`config.mk`:
```
export PLATFORM = sky130hd
export DESIGN_NAME = rcg_fifo
export DESIGN_NICKNAME = d
export VERILOG_FILES = /design/src/sv/rcg_fifo.sv
export SDC_FILE = /design/constraint.sdc
export NUM_CORES = 1
export LEC_CHECK = 0
export BUFFER_PORTS_ARGS = -buffer_cell sky130_fd_sc_hd__buf_2
export CAP_MARGIN = 25
export CORE_MARGIN = 2
export CORE_UTILIZATION = 46
export CTS_BUF_LIST = sky130_fd_sc_hd__clkbuf_16
export DETAILED_ROUTE_END_ITERATION = 8
export GPL_ROUTABILITY_DRIVEN = 0
export MAX_ROUTING_LAYER = met4
export PLACE_DENSITY_LB_ADDON = 0.1
export SLEW_MARGIN = 40
export SYNTH_ARGS = -nofsm -noshare
export SYNTH_HDL_FRONTEND = slang
export SYNTH_SLANG_ARGS = --single-unit
```
`constraint.sdc`:
```
create_clock -name clk -period 1.84 [get_ports clk]
set_input_delay 0.092 -clock clk [delete_from_list [all_inputs] [get_ports clk]]
set_output_delay 0.092 -clock clk [all_outputs]
set_load 0.1 [all_outputs]
```
`src/sv/rcg_fifo.sv`:
```
module rcg_fifo #(
  parameter int WIDTH = 8,
  parameter int DEPTH = 2
) (
  input  logic             clk,
  input  logic             rst_n,
  input  logic             push,
  input  logic [WIDTH-1:0] push_data,
  input  logic             pop,
  output logic [WIDTH-1:0] pop_data,
  output logic             full,
  output logic             empty
);

  localparam int AW = (DEPTH > 1) ? $clog2(DEPTH) : 1;
  localparam int NW = $clog2(DEPTH + 1);

  logic [WIDTH-1:0] mem_r [DEPTH];
  logic [AW-1:0]    wptr_r, rptr_r;
  logic [NW-1:0]    count_r;
  logic             do_push, do_pop;

  assign full     = (count_r == NW'(DEPTH));
  assign empty    = (count_r == '0);
  assign do_push  = push && !full;
  assign do_pop   = pop && !empty;
  assign pop_data = mem_r[rptr_r];

  always_ff @(posedge clk) begin
    if (do_push) begin
      mem_r[wptr_r] <= push_data;
    end
  end

  always_ff @(posedge clk) begin
    if (!rst_n) begin
      wptr_r  <= '0;
      rptr_r  <= '0;
      count_r <= '0;
    end else begin
      if (do_push) begin
        wptr_r <= (wptr_r == AW'(DEPTH - 1)) ? '0 : wptr_r + AW'(1);
      end
      if (do_pop) begin
        rptr_r <= (rptr_r == AW'(DEPTH - 1)) ? '0 : rptr_r + AW'(1);
      end
      if (do_push && !do_pop) begin
        count_r <= count_r + NW'(1);
      end else if (do_pop && !do_push) begin
        count_r <= count_r - NW'(1);
      end
    end
  end

endmodule

```
# == Word-level counts from Yosys, hierarchy flattened ==
# Memories as Yosys holds them, arrays and structs flattened. A register that Yosys moved wholly into a read port is not among the register bits.
# Index checks and enable logic that the tools add are counted.
# totals
n_memories,1
ram_bits,16
word_cells,27
ff_bits,4
inputBits,12
# classes
mux,8
n_reduce_logical,10
n_eq_ne,1
n_addsub,4
# mem_list
name,words,word_bits,rd,rd_ports_with_merged_regs,wr,line_no,source
mem_r,2,8,1,1,1,18,logic [WIDTH-1:0] mem_r [DEPTH];
# ops
op,count
1-bit 2-to-1 mux,6
1-bit logical AND,4
1-bit zero test,4
2-bit 2-to-1 mux,2
1-bit adder (second input constant),2
2-bit by 1-bit adder with 2-bit output (second input constant),1
2-bit equality test (second input constant),1
2-bit zero test,1
2-bit nonzero test,1
2-bit by 1-bit subtractor with 2-bit output (second input constant),1

# == Logic depth before layout (Yosys ltp) ==
# logic_depth
depth_word,7
mapped_depth,7

# == Worst setup path after synthesis ==
# OpenSTA, ideal clock, no wires.
# synth_timing
path_kind,reg2reg
startpoint,register count_r[0]
endpoint,register count_r[1]
arrival_ps,1736
setup_time_ps,70
required_time_ps,1770
setup_slack_ps,34
path_stages_with_launch,7
cell_sequence,dfxtp_1 -> nand2b_1 -> inv_2 -> nor2_1 -> ha_1 -> or3_1 -> a21boi_1
# synth_between
elab_chain_cells,6
elab_cells_between_ends,15
# synth_lines
element,line_no,source
"start, declared",20,logic [NW-1:0] count_r;
"start signal, assigned",48,count_r <= count_r + NW'(1);
"start signal, assigned",50,count_r <= count_r - NW'(1);
2-bit equality test *,23,assign full = (count_r == NW'(DEPTH));
net full,11,"output logic full,"
1-bit zero test *,25,assign do_push = push && !full;
1-bit logical AND *,25,
1-bit zero test,49,end else if (do_pop && !do_push) begin
1-bit logical AND,49,
2-bit nonzero test (no line),n/a,
# The timed path passes the listed nets; every way through them passes the cells marked *. The select of a mux whose other input is x is not followed.
# A chain may end at the register's enable or synchronous reset.

# == Worst setup path in the final report ==
# layout_timing
startpoint,register count_r[0]
endpoint,register count_r[1]
# layout_between
elab_chain_cells,6
elab_cells_between_ends,15
# layout_lines
element,line_no
2-bit equality test / 2-bit zero test (equally long branches),"23, 24"
"1-bit zero test, on equally long branches","25, 26"
"1-bit logical AND, on equally long branches","25, 26"
"1-bit zero test, on equally long branches","49, 47"
"1-bit logical AND, on equally long branches","49, 47"
2-bit nonzero test (no line) / 2-bit 2-to-1 mux (equally long branches),n/a
# Parallel ways exist; a longest one is shown, timed or not. The select of a mux whose other input is x is not followed.

==> metrics.txt <==
post-route DRC violation count=0; number of different library cells in the post-synthesis netlist=20; capturing element type of the critical path=flop; flip-flop and latch count after synthesis=21; library cell with the highest instance count after synthesis=edfxtp_1; number of max-slew violations in the final report=0; buffer depth of the longest clock path=2; post-detailed-route count of antenna-violating nets=0; final number of hold-violating endpoints=0; DRC violation total after the first TritonRoute iteration=8; Inserted Diodes=0; initial antenna violation count=0; total of max-cap violations=0; highest routed metal layer=met4; setup repair after global routing missed its margin=false; mux share of post-synthesis cell area=11.1%; Clock Latency Late Sink=0.25 ns; detailed-placement wirelength estimate=797 µm; Cell Count Post-Placement=89; number of warnings printed during yosys synthesis=0; number of failing setup endpoints in the final timing report=0; most used flip-flop cell after synthesis=edfxtp_1; Fillers=around 130; number of standard-cell rows in the floorplan=15; worst relative slew slack=67.9%; synthesized net count=63; number of buffers inserted by port buffering=21; final worst slack=0.282 ns; worst min-delay path class=input port to flop; area growth from synthesis to final layout=26.7%; # Post-CTS Setup Buffers=0; critical-path maximum fanout=5; final hold slack=slightly above 0.03 ns; Net count, final=90; number of standard cells in the final layout excluding fillers=93; Die ar.=approximately 2100 µm²; area share of the largest cell type after synthesis=59.4%; Clock transition at path regs=0.05 ns; adder-cell share of the synthesized area=1.55%; largest cells by area after synthesis=edfxtp_1 (59%), dfxtp_1 (12%), mux2_2 (11%); area leader, netlist=edfxtp_1; detailed-routed wire length on met3=55 µm; Hold Path Cell Cnt=1; DRT met1 WL=480 µm; Die Height=46.0 µm; cts bufs inserted=3; number of clock sinks seen by CTS=21; wirelength, routed=1070 µm; XOR/XNOR share of the synthesized area=3.25%; largest family of logic cells by synthesized area=multiplexers; post-synthesis async set-or-reset flop share=0%; most numerous cell types in the synthesized netlist=edfxtp_1 (16), mux2_2 (8), dfxtp_1 (5), and2_1 (3); kind of start point of the critical path=flop; worst setup timing slack at the placement stage=approximately 0.29 ns; pin count of the biggest net entering global routing=13; number of vias per cell after detailed routing=between 4 and 5; post-CTS sizing=0; data required time of the critical path=approximately 2 ns; ratio of final minimum period to clock period=84.6%; number of enable-type register cells in the synthesized netlist=16; sequential fraction of the synthesis area=71.7%; maximum clock frequency=0.642 GHz; min cycle time layout=1.56 ns; met2 layer wire length in the routed design=around 510 µm; gate count of the mapped netlist=50; Routed WL per cell=roughly 11 µm; Root Buffer=clkbuf_16; area of the mapped netlist=810 µm²; first-pass GRT wire length=1530 µm; synthesized-area fraction occupied by ao, oa, aoi and oai cells=4.02%; number of vias after detailed routing=464; effective utilization at floorplan=around 48%; Synth Area per Inst=16.2 µm²; worst path arrival time=1.74 ns; Pre-antenna DRT Iters=4; largest clock skew in the final design=~0.0023 ns; ratio of cells with drive above 1 in the final layout=48.7%; run status=finished, final reports clean; count of boundary I/O pins=22; kind of critical path=flop to flop; simple-gate portion of the synthesized area=6.80%; placeable core area=1690 µm²; Slew @ Worst Pin=~0.48 ns; CTS H-tree lvls=1; via count of the first global-routing pass=403; overall fraction of global-route tracks in use=11.5%; setup total negative slack=0 ns; leftover overflow at the end of global routing=0; number of buffers inserted for hold repair after clock tree synthesis=0; chip width=about 46 µm; cell depth of the worst flop-to-flop path=6; TritonCTS clock tree=built
-- layer usage --
| metal | vias up | global-route usage [%] |
|---|---|---|
| li1 | 235 | - |
| met1 | 210 | 11.9 |
| met2 | 14 | 18.9 |
| met3 | 5 | 3.57 |
| met4 | 0 | 6.86 |
| met5 | - | - |
-- stage by stage --
| stage | util, % | cell area (µm²) |
|---|---|---|
| finish | 60.7 | 1030 |
| global route | 60.7 | 1030 |
| CTS | 60.7 | 1030 |
| detailed placement | 56.0 | 946 |
| global placement | 56.0 | 946 |
| floorplan | - | 810 |
-- cells by family after synthesis --
group                      Yosys count
AOI/OAI and AO/OA                    5
DFF                                 21
muxes                                8
buffers and inverters                3
and+or+nand+nor                      9
adders and majority gates            1
xor gates and xnor gates             3
-- sequential cells by signal (all words and copies together), names as in the netlist, named ones only --
name,count
wptr_r,1
rptr_r,1
count_r,2
mem_r,16
-- final timing paths --
check	from	end	slack [ns]
worst max-delay path	count_r[0]	count_r[1]	0.28
worst min-delay path	push_data[4]	mem_r[1][4]	0.03
worst min register to register	count_r[1]	count_r[1]	0.53
worst max register to register	count_r[0]	count_r[1]	0.28
-- placed cells by master (no fill, tap or decap) --
cell type | Yosys | layout
buf_2 | 1 | 21
edfxtp_1 | 16 | 16
mux2_2 | 8 | 8
dfxtp_1 | 5 | 5
and2_1 | 3 | 3
clkbuf_16 | 0 | 3
nor2_1 | 2 | 2
xnor2_1 | 2 | 2
buf_4 | 0 | 2
nand2b_1 | 1 | 1
inv_2 | 1 | 1
inv_1 | 1 | 1
o21ai_1 | 1 | 1
and3_1 | 1 | 1
nor3_2 | 1 | 1
a21boi_0 | 1 | 1
o21a_1 | 1 | 1
xor2_1 | 1 | 1
o21ai_0 | 1 | 1
or3_1 | 1 | 1
a21boi_1 | 1 | 1
ha_1 | 1 | 1
clkinv_2 | 0 | 1
-- layout make-up --
| type | count | area (µm²) | share of cell area [%] |
|---|---|---|---|
| well taps | 17 | 21.3 | 2.07 |
| clock buffers | 3 | 75.1 | 7.32 |
| repair buffers | 23 | 120 | 11.7 |
| multi-input cells | 26 | 216 | 21.1 |
| flip-flops and latches | 21 | 581 | 56.6 |
| inverters | 2 | 7.51 | 0.732 |
| clock inverters | 1 | 5.00 | 0.488 |
-- worst max-delay path, stage by stage (launching register included) --
cell and delay [ns]:
dfxtp_1 0.41, nand2b_1 0.18, inv_2 0.06, nor2_1 0.09, ha_1 0.26, or3_1 0.36, a21boi_1 0.14
Power is not shown: default switching activity piles up to over one toggle a cycle in this logic, so the estimate is an artifact.
