--- src/sv/rcg_pkg.sv ---
package rcg_pkg;

  localparam int PIX_W       = 8;
  localparam int CFG_W       = 11;
  localparam int CFG_IDX_W   = 2;
  localparam int COORD_OUT_W = 10;
  localparam int SQ_W        = 17;

  localparam logic [CFG_IDX_W-1:0] REG_IMAGE_WIDTH  = 2'd0;
  localparam logic [CFG_IDX_W-1:0] REG_IMAGE_HEIGHT = 2'd1;

  localparam logic [CFG_W-1:0] RESET_WIDTH  = 11'd640;
  localparam logic [CFG_W-1:0] RESET_HEIGHT = 11'd480;

  typedef logic [PIX_W-1:0] pix_t;

  typedef struct packed {
    logic grad;
    logic copy_up;
    logic copy_self;
  } rcg_flags_t;

endpackage

--- src/sv/rcg_back.sv ---
module rcg_back #(
  parameter int MAX_WIDTH  = 1024,
  parameter int MAX_HEIGHT = 1024
) (
  input  logic                              clk,
  input  logic                              rst_n,
  input  logic                              q_empty,
  output logic                              q_pop,
  input  logic [$clog2(MAX_HEIGHT) + $clog2(MAX_WIDTH)
                + 4 * rcg_pkg::PIX_W + 3 - 1:0] q_data,
  output logic                              out_valid,
  input  logic                              out_ready,
  output logic [rcg_pkg::COORD_OUT_W-1:0]   out_row,
  output logic [rcg_pkg::COORD_OUT_W-1:0]   out_col,
  output rcg_pkg::pix_t                     out_value,
  output logic                              out_is_copy,
  output logic                              out_last_of_run
);

  localparam int CW = $clog2(MAX_WIDTH);
  localparam int RW = $clog2(MAX_HEIGHT);
  localparam int SQ_W = rcg_pkg::SQ_W;
  localparam logic [SQ_W-1:0] SQ_TOP = SQ_W'(1) << (SQ_W - 1);

  localparam logic [1:0] B_IDLE = 2'd0;
  localparam logic [1:0] B_SQRT = 2'd1;
  localparam logic [1:0] B_EMIT = 2'd2;

  rcg_pkg::rcg_flags_t qf, pm_r, pm_left;
  logic [RW-1:0]       qr, br_r, o_row;
  logic [CW-1:0]       qc, bc_r, o_col;
  rcg_pkg::pix_t       qcur, qup, qul, qleft, cur_b_r, up_b_r, mag_r, o_val;
  logic                o_copy;
  logic signed [8:0]   d1, d2;
  logic signed [17:0]  sq1, sq2;
  logic [SQ_W-1:0]     s, rem_r, res_r, bit_r, trial, rem_nxt, res_nxt;
  logic [1:0]          bst_r;
  logic                out_valid_r, ld, emit;
  logic [rcg_pkg::COORD_OUT_W-1:0] out_row_r, out_col_r;
  rcg_pkg::pix_t       out_value_r;
  logic                out_is_copy_r, out_last_r;

  assign {qf, qr, qc, qcur, qup, qul, qleft} = q_data;

  always_comb begin
    d1  = $signed({1'b0, qul}) - $signed({1'b0, qcur});
    d2  = $signed({1'b0, qleft}) - $signed({1'b0, qup});
    sq1 = d1 * d1;
    sq2 = d2 * d2;
    s   = SQ_W'(sq1) + SQ_W'(sq2);
  end

  always_comb begin
    trial = res_r + bit_r;
    if (rem_r >= trial) begin
      rem_nxt = rem_r - trial;
      res_nxt = (res_r >> 1) + bit_r;
    end else begin
      rem_nxt = rem_r;
      res_nxt = res_r >> 1;
    end
  end

  always_comb begin
    pm_left = pm_r;
    if (pm_r.grad) begin
      o_row        = br_r - RW'(1);
      o_col        = bc_r - CW'(1);
      o_val        = mag_r;
      o_copy       = 1'b0;
      pm_left.grad = 1'b0;
    end else if (pm_r.copy_up) begin
      o_row           = br_r - RW'(1);
      o_col           = bc_r;
      o_val           = up_b_r;
      o_copy          = 1'b1;
      pm_left.copy_up = 1'b0;
    end else begin
      o_row             = br_r;
      o_col             = bc_r;
      o_val             = cur_b_r;
      o_copy            = 1'b1;
      pm_left.copy_self = 1'b0;
    end
  end

  assign q_pop = (bst_r == B_IDLE) && !q_empty;
  assign ld    = !out_valid_r || out_ready;
  assign emit  = (bst_r == B_EMIT) && ld;

  always_ff @(posedge clk) begin
    if (q_pop) begin
      br_r    <= qr;
      bc_r    <= qc;
      cur_b_r <= qcur;
      up_b_r  <= qup;
      rem_r   <= s;
      res_r   <= '0;
      bit_r   <= SQ_TOP;
    end else if (bst_r == B_SQRT) begin
      rem_r <= rem_nxt;
      res_r <= res_nxt;
      bit_r <= bit_r >> 2;
      if (bit_r == SQ_W'(1)) begin
        mag_r <= (res_nxt > SQ_W'(255)) ? 8'hFF : res_nxt[7:0];
      end
    end
    if (emit) begin
      out_row_r     <= rcg_pkg::COORD_OUT_W'(o_row);
      out_col_r     <= rcg_pkg::COORD_OUT_W'(o_col);
      out_value_r   <= o_val;
      out_is_copy_r <= o_copy;
      out_last_r    <= (pm_left == '0);
    end
  end

  always_ff @(posedge clk) begin
    if (!rst_n) begin
      bst_r       <= B_IDLE;
      pm_r        <= '0;
      out_valid_r <= 1'b0;
    end else begin
      if (emit) begin
        out_valid_r <= 1'b1;
      end else if (out_ready) begin
        out_valid_r <= 1'b0;
      end
      unique case (bst_r)
        B_IDLE: begin
          if (q_pop && (qf != '0)) begin
            pm_r  <= qf;
            bst_r <= qf.grad ? B_SQRT : B_EMIT;
          end
        end
        B_SQRT: begin
          if (bit_r == SQ_W'(1)) begin
            bst_r <= B_EMIT;
          end
        end
        B_EMIT: begin
          if (emit) begin
            pm_r <= pm_left;
            if (pm_left == '0) begin
              bst_r <= B_IDLE;
            end
          end
        end
        default: bst_r <= B_IDLE;
      endcase
    end
  end

  assign out_valid       = out_valid_r;
  assign out_row         = out_row_r;
  assign out_col         = out_col_r;
  assign out_value       = out_value_r;
  assign out_is_copy     = out_is_copy_r;
  assign out_last_of_run = out_last_r;

endmodule

--- config.mk ---
export PLATFORM = sky130hd
export DESIGN_NAME = rcg_back
export DESIGN_NICKNAME = d
export VERILOG_FILES = /design/src/sv/rcg_pkg.sv /design/src/sv/rcg_back.sv
export SDC_FILE = /design/constraint.sdc
export NUM_CORES = 1
export LEC_CHECK = 0
export ABC_AREA = 1
export BUFFER_PORTS_ARGS = -buffer_cell sky130_fd_sc_hd__buf_2
export CAP_MARGIN = 15
export CORE_MARGIN = 4
export CORE_UTILIZATION = 55
export DETAILED_ROUTE_END_ITERATION = 12
export PLACE_DENSITY_LB_ADDON = 0.3
export SYNTH_ARGS = -nofsm -noshare
export SYNTH_HDL_FRONTEND = slang
export SYNTH_SLANG_ARGS = --single-unit
--- constraint.sdc ---
create_clock -name clk -period 10.3 [get_ports clk]
set_input_delay 0 -clock clk [delete_from_list [all_inputs] [get_ports clk]]
set_output_delay 0 -clock clk [all_outputs]
set_load 0.01 [all_outputs]
==> After elaboration in Yosys (flattened, before gate mapping) <==
Cells that the tools add are included.
{ "word_totals": {"register_bits": 123, "output_inout_bits": 32} }
{ "op_classes": {"addsub": 8, "n_mul": 2, "magnitude_cmp": 2, "n_eq_ne": 7, "mux": 23, "bitwise": 1, "reduce_logical": 17} }
{ "op_table": {"columns": ["operator", "count"], "rows": [
  ["two-way mux 17 bit", 4],
  ["adder 17 bit", 2],
  ["multiplier 9 x 9 -> 17 bit", 2],
  ["two-way mux 10 bit", 3],
  ["subtractor 10 x 1 -> 10 bit, second input constant", 2],
  ["subtractor 8 x 8 -> 9 bit", 2],
  ["adder 16 x 17 -> 17 bit", 1],
  ["greater-or-equal comparator 17 bit", 1],
  ["> comparator 17 x 8 -> 1 bit, second input constant", 1],
  ["subtractor 17 bit", 1],
  ["two-way mux 8 bit", 2],
  ["two-way mux 2 bit", 6],
  ["equality test 9 x 1 -> 1 bit, second input constant", 1],
  ["nonzero test 2 bit", 4],
  ["two-way mux 3 bit", 2],
  ["inequality test 2 x 1 -> 1 bit, second input constant", 3],
  ["case mux 2 bit (3 select lines)", 1],
  ["case mux 3 bit (2 select lines)", 1],
  ["AND reduction 3 bit", 2],
  ["two-way mux 1 bit", 4],
  ["AND reduction 4 bit", 1],
  ["logical AND 1 bit", 3],
  ["zero test 3 bit", 1],
  ["nonzero test 3 bit", 1],
  ["other kinds (8)", 9]
]} }

==> Longest topological paths before layout <==
{ "logic_depth": {"word_depth": 6, "mapped_depth": 38, "ltp_nobuf": 38} }

==> Worst setup path before layout <==
No wires, ideal clock.
{ "synth_timing": {"path_type": "input port to flip-flop", "start": "input port q_data[8] (netlist name)", "end": "register rem_r[13], data pin", "setup_ns": 0.273, "arrival_ns": 6.459, "setup_slack_ns": 3.568, "cell_stages": 34, "n_path_buf": 0, "cell_sequence": "inv_1 > ha_1 > inv_1 > fa_1 > nand3_1 > nand2_1 > nand2_1 > nand2_1 > nand2_1 > nand2_1 > nand2_1 > nand2_1 > a21oi_2 > nand2_1 > fa_1 > fa_1 > fa_1 > fa_1 > inv_1 > fa_1 > fa_1 > inv_1 > fa_1 > inv_1 > ha_1 > inv_1 > o21ai_0 > nand3_1 > nand2_1 > a21oi_1 > nor2_1 > nor2_1 > xor2_1 > o22ai_1"} }
{ "synth_between": {"elab_chain_cells": 4} }
{ "synth_rtl": {"columns": ["item", "line", "source"], "rows": [
  ["start: declaration", "rcg_back.sv:10", "+ 4 * rcg_pkg::PIX_W + 3 - 1:0] q_data,"],
  ["subtractor 8 x 8 -> 9 bit", "rcg_back.sv:46", "d1 = $signed({1'b0, qul}) - $signed({1'b0, qcur});"],
  ["multiplier 9 x 9 -> 17 bit", "rcg_back.sv:48", "sq1 = d1 * d1;"],
  ["adder 17 bit", "rcg_back.sv:50", "s = SQ_W'(sq1) + SQ_W'(sq2);"],
  ["two-way mux 17 bit", "rcg_back.sv:92", "if (q_pop) begin"],
  ["end signal: assignment", "rcg_back.sv:97", "rem_r <= s;"],
  ["end signal: assignment", "rcg_back.sv:101", "rem_r <= rem_nxt;"],
  ["end: declaration", "rcg_back.sv:36", "logic [SQ_W-1:0] s, rem_r, res_r, bit_r, trial, rem_nxt, res_nxt;"]
]} }
Every way passes these cells.
A chain may end at the register's enable or synchronous reset.

==> Final worst setup path <==
{ "layout_timing": {"start": "input port q_data[24] (netlist name)", "end": "register rem_r[13], data pin"} }
The elaborated chain is that of the path after synthesis.

==> metrics.md <==
| Metric | Value |
|---|---|
| Worst-Skew Late Latency | roughly 420 ps |
| Worst path required time | approximately 10,000 ps |
| Via-to-Cell Ratio | roughly 5.3 |
| CTS tree | built |
| Slew @ Worst Pin | approximately 1100 ps |
| Clk buf depth | 2 |
| Initial drt markers | slightly below 800 |
| Top FF cell, synth | edfxtp_1 |
| CTS buffer count | 17 |
| Cells after Synth | ~1,500 |
| Congestion Overflow GR | 0 |
| Synth warn | 0 |
| Critical Path AT | 7630 ps |
| CP Capture Type | flop |
| Post-synth EDFFs | between 90 and 100 |
| Fin. max-slew vios | 0 |
| Final Skew | around 11 ps |
| GRT Total Usage | 0.2394 |
| Avg WL per Cell | 15.40 µm |
| DPL Wire Length | roughly 23 mm |
| CP Max Fanout | 12 |
| Slew headroom | 0.2854 |
| CTS Root Cell | clkbuf_16 |
| H-tree levels | 4 |
| FF-to-FF path depth | 24 |
| Outcome | finished clean |
| Worst min path class | in -> reg |
| Critical path class | in -> reg |
| First-pass GRT wire length | around 51 mm |
| Largest net degree at the start of global routing | 68 |
| Fmax | ~130 MHz |
| Post-CTS sizing | 0 |
| Yosys reg bits | around 120 |
| Hold depth | 7 |
| Via count of the first global-routing pass | 10,387 |
| Avg Inst Size Synth | about 8.5 µm² |
| Synth Cell Area | ~13,000 µm² |
| Final setup TNS | 0 ps |
| Critical path launch point type | input port |
| Commonest cells after routing, fill and taps aside | nand2_1, inv_1, fa_1, ha_1, nor2_1 |
| Max_cap viols | 0 |
| Row count | 55 |
| # fillers | between 1,500 and 2,000 |
| Ratio of final minimum period to clock period | 0.7275 |
| GPL Wtd Cong | 0.9439 |
| Initial antenna violation count | 3 |
| IO buf count | 90 |
| Initial core utilization | 0.5635 |
| Fin area | around 15,000 µm² |
| Total nets after synthesis | ~1,800 |
| DP Area | ~14,000 µm² |
| I/O pins | a little over 90 |
| Core area | 22,850 µm² |
| Initial DRT Pass Iterations | 5 |
| Antenna Nets Post-Route | 0 |
| Min Tclk post-route | about 7500 ps |
| Sink Count | 123 |
| Clk pin slew, worst setup/hold paths | about 60 ps |
| Routed WL | between 30 and 40 mm |
| Sequential area share after synthesis | 0.2620 |
| Layout cells sized above 1 | 0.1074 |
| Share of flip-flops with an asynchronous set or reset | 0 |
| Die X | about 160 µm |
| Most common cell after layout, fill and taps aside | nand2_1 |
| Die Y-Extent | around 160 µm |
| DRC viols | 0 |
| Crit-path max cell delay | 590 ps |
| Post-synth cell types | 46 |
| Multi-input gate area | between 8000 and 9000 µm² |
| Area grow syn2layout | 14.21% |
| Slowest CP cell | fa_1 |
| Endpoints failing hold | 0 |
| Die area | 25,920 µm² |
| RSZ-0062 raised after global routing | no |
| Most frequent CP cell | nand2_1 |
| Register Area | between 3000 and 4000 µm² |
| Nets@finish | between 1,500 and 2,000 |
| Setup violations, final | 0 |
| Via count | around 11,000 |
[cells in the mapped netlist, drive strengths merged (13+ instances only)]
cell | number | area [µm²]
nand2 | 321 | 1257
inv | 298 | 1119
fa | 135 | 2703
nor2 | 128 | 520.5
ha | 123 | 1539
edfxtp | 91 | 2733
a21oi | 75 | 382.9
o21ai | 61 | 312.8
nand3 | 58 | 290.3
xor2 | 44 | 392.9
dfxtp | 32 | 640.6
xnor2 | 29 | 254.0
nor3 | 17 | 85.08
clkbuf | 14 | 52.55
o211ai | 14 | 105.1
nand4 | 13 | 96.34
[path summary, 6_finish.rpt]
| path | start | endpoint | slack, ps |
|---|---|---|---|
| worst max-delay path | q_data[24] | rem_r[13] | 2810 |
| worst min-delay path | out_ready | bst_r[1] | 240 |
| worst max register to register | bit_r[0] | mag_r[6] | 5810 |
| worst min register to register | bit_r[0] | bit_r[0] | 530 |
[through the flow]
| step | util | std cells | hold WS [ps] | setup slack [ps] |
|---|---|---|---|---|
| 2_1_floorplan | - | 1509 | 98.87 | 3568 |
| 3_3_place_gp | 0.5979 | 1896 | 178.0 | 3039 |
| 3_5_place_dp | 0.5979 | 1896 | 178.1 | 2904 |
| 4_1_cts | 0.6423 | 1969 | 210.1 | 2842 |
| 5_1_grt | 0.6436 | 1971 | 285.6 | 2248 |
| 6_report | 0.6436 | 1971 | 239.7 | 2806 |
[critical path, delay by kind of cell]
kind                       cells  cell delay, ps
adders and majority gates     10            4530
xor gates and xnor gates       1             150
AOI/OAI and AO/OA              4             830
buffers and inverters          7             990
and+or+nand+nor               13            1110
[area by class of cell]
cell class / count / share of cell area
clock inverter: 15 / 0.01208
antenna: 1 / 0.0001702
inverter: 298 / 0.07607
multi-input combinational: 1068 / 0.5642
tap: 313 / 0.02663
sequential: 123 / 0.2294
timing repair buffer: 136 / 0.06246
clock buffer: 17 / 0.02893
[cell families after synthesis]
| group | count (synthesis) | synth area share |
|---|---|---|
| adders and majority gates | 258 | 0.3294 |
| AOI/OAI and AO/OA | 181 | 0.07959 |
| DFF | 123 | 0.2620 |
| xor gates and xnor gates | 73 | 0.05024 |
| buffers and inverters | 318 | 0.09436 |
| and+or+nand+nor | 556 | 0.1844 |
[registers in the layout, indices dropped and copies added (netlist names), 3 cells and up]
register / cells
up_b_r: 8
out_col: 10
out_value: 8
rem_r: 17
res_r: 17
pm_r: 3
cur_b_r: 8
br_r: 10
out_row: 10
bit_r: 9
bc_r: 10
mag_r: 8
[metal layers]
layer / global-route usage / wire [µm]
met1: 0.3194 / 13000
met2: 0.4089 / 14890
met3: 0.03700 / 1758
met4: 0.06824 / 671
met5: 0 / 26
[repair_timing]
action                                 4_1_cts  5_1_grt
endpoints found under the hold margin       42        0
hold buffers                                41        0
buffers inserted                             0        0
Power is left out: the tool's default activity adds up to more than one toggle a clock period on the data nets, which glitch-free logic cannot reach.
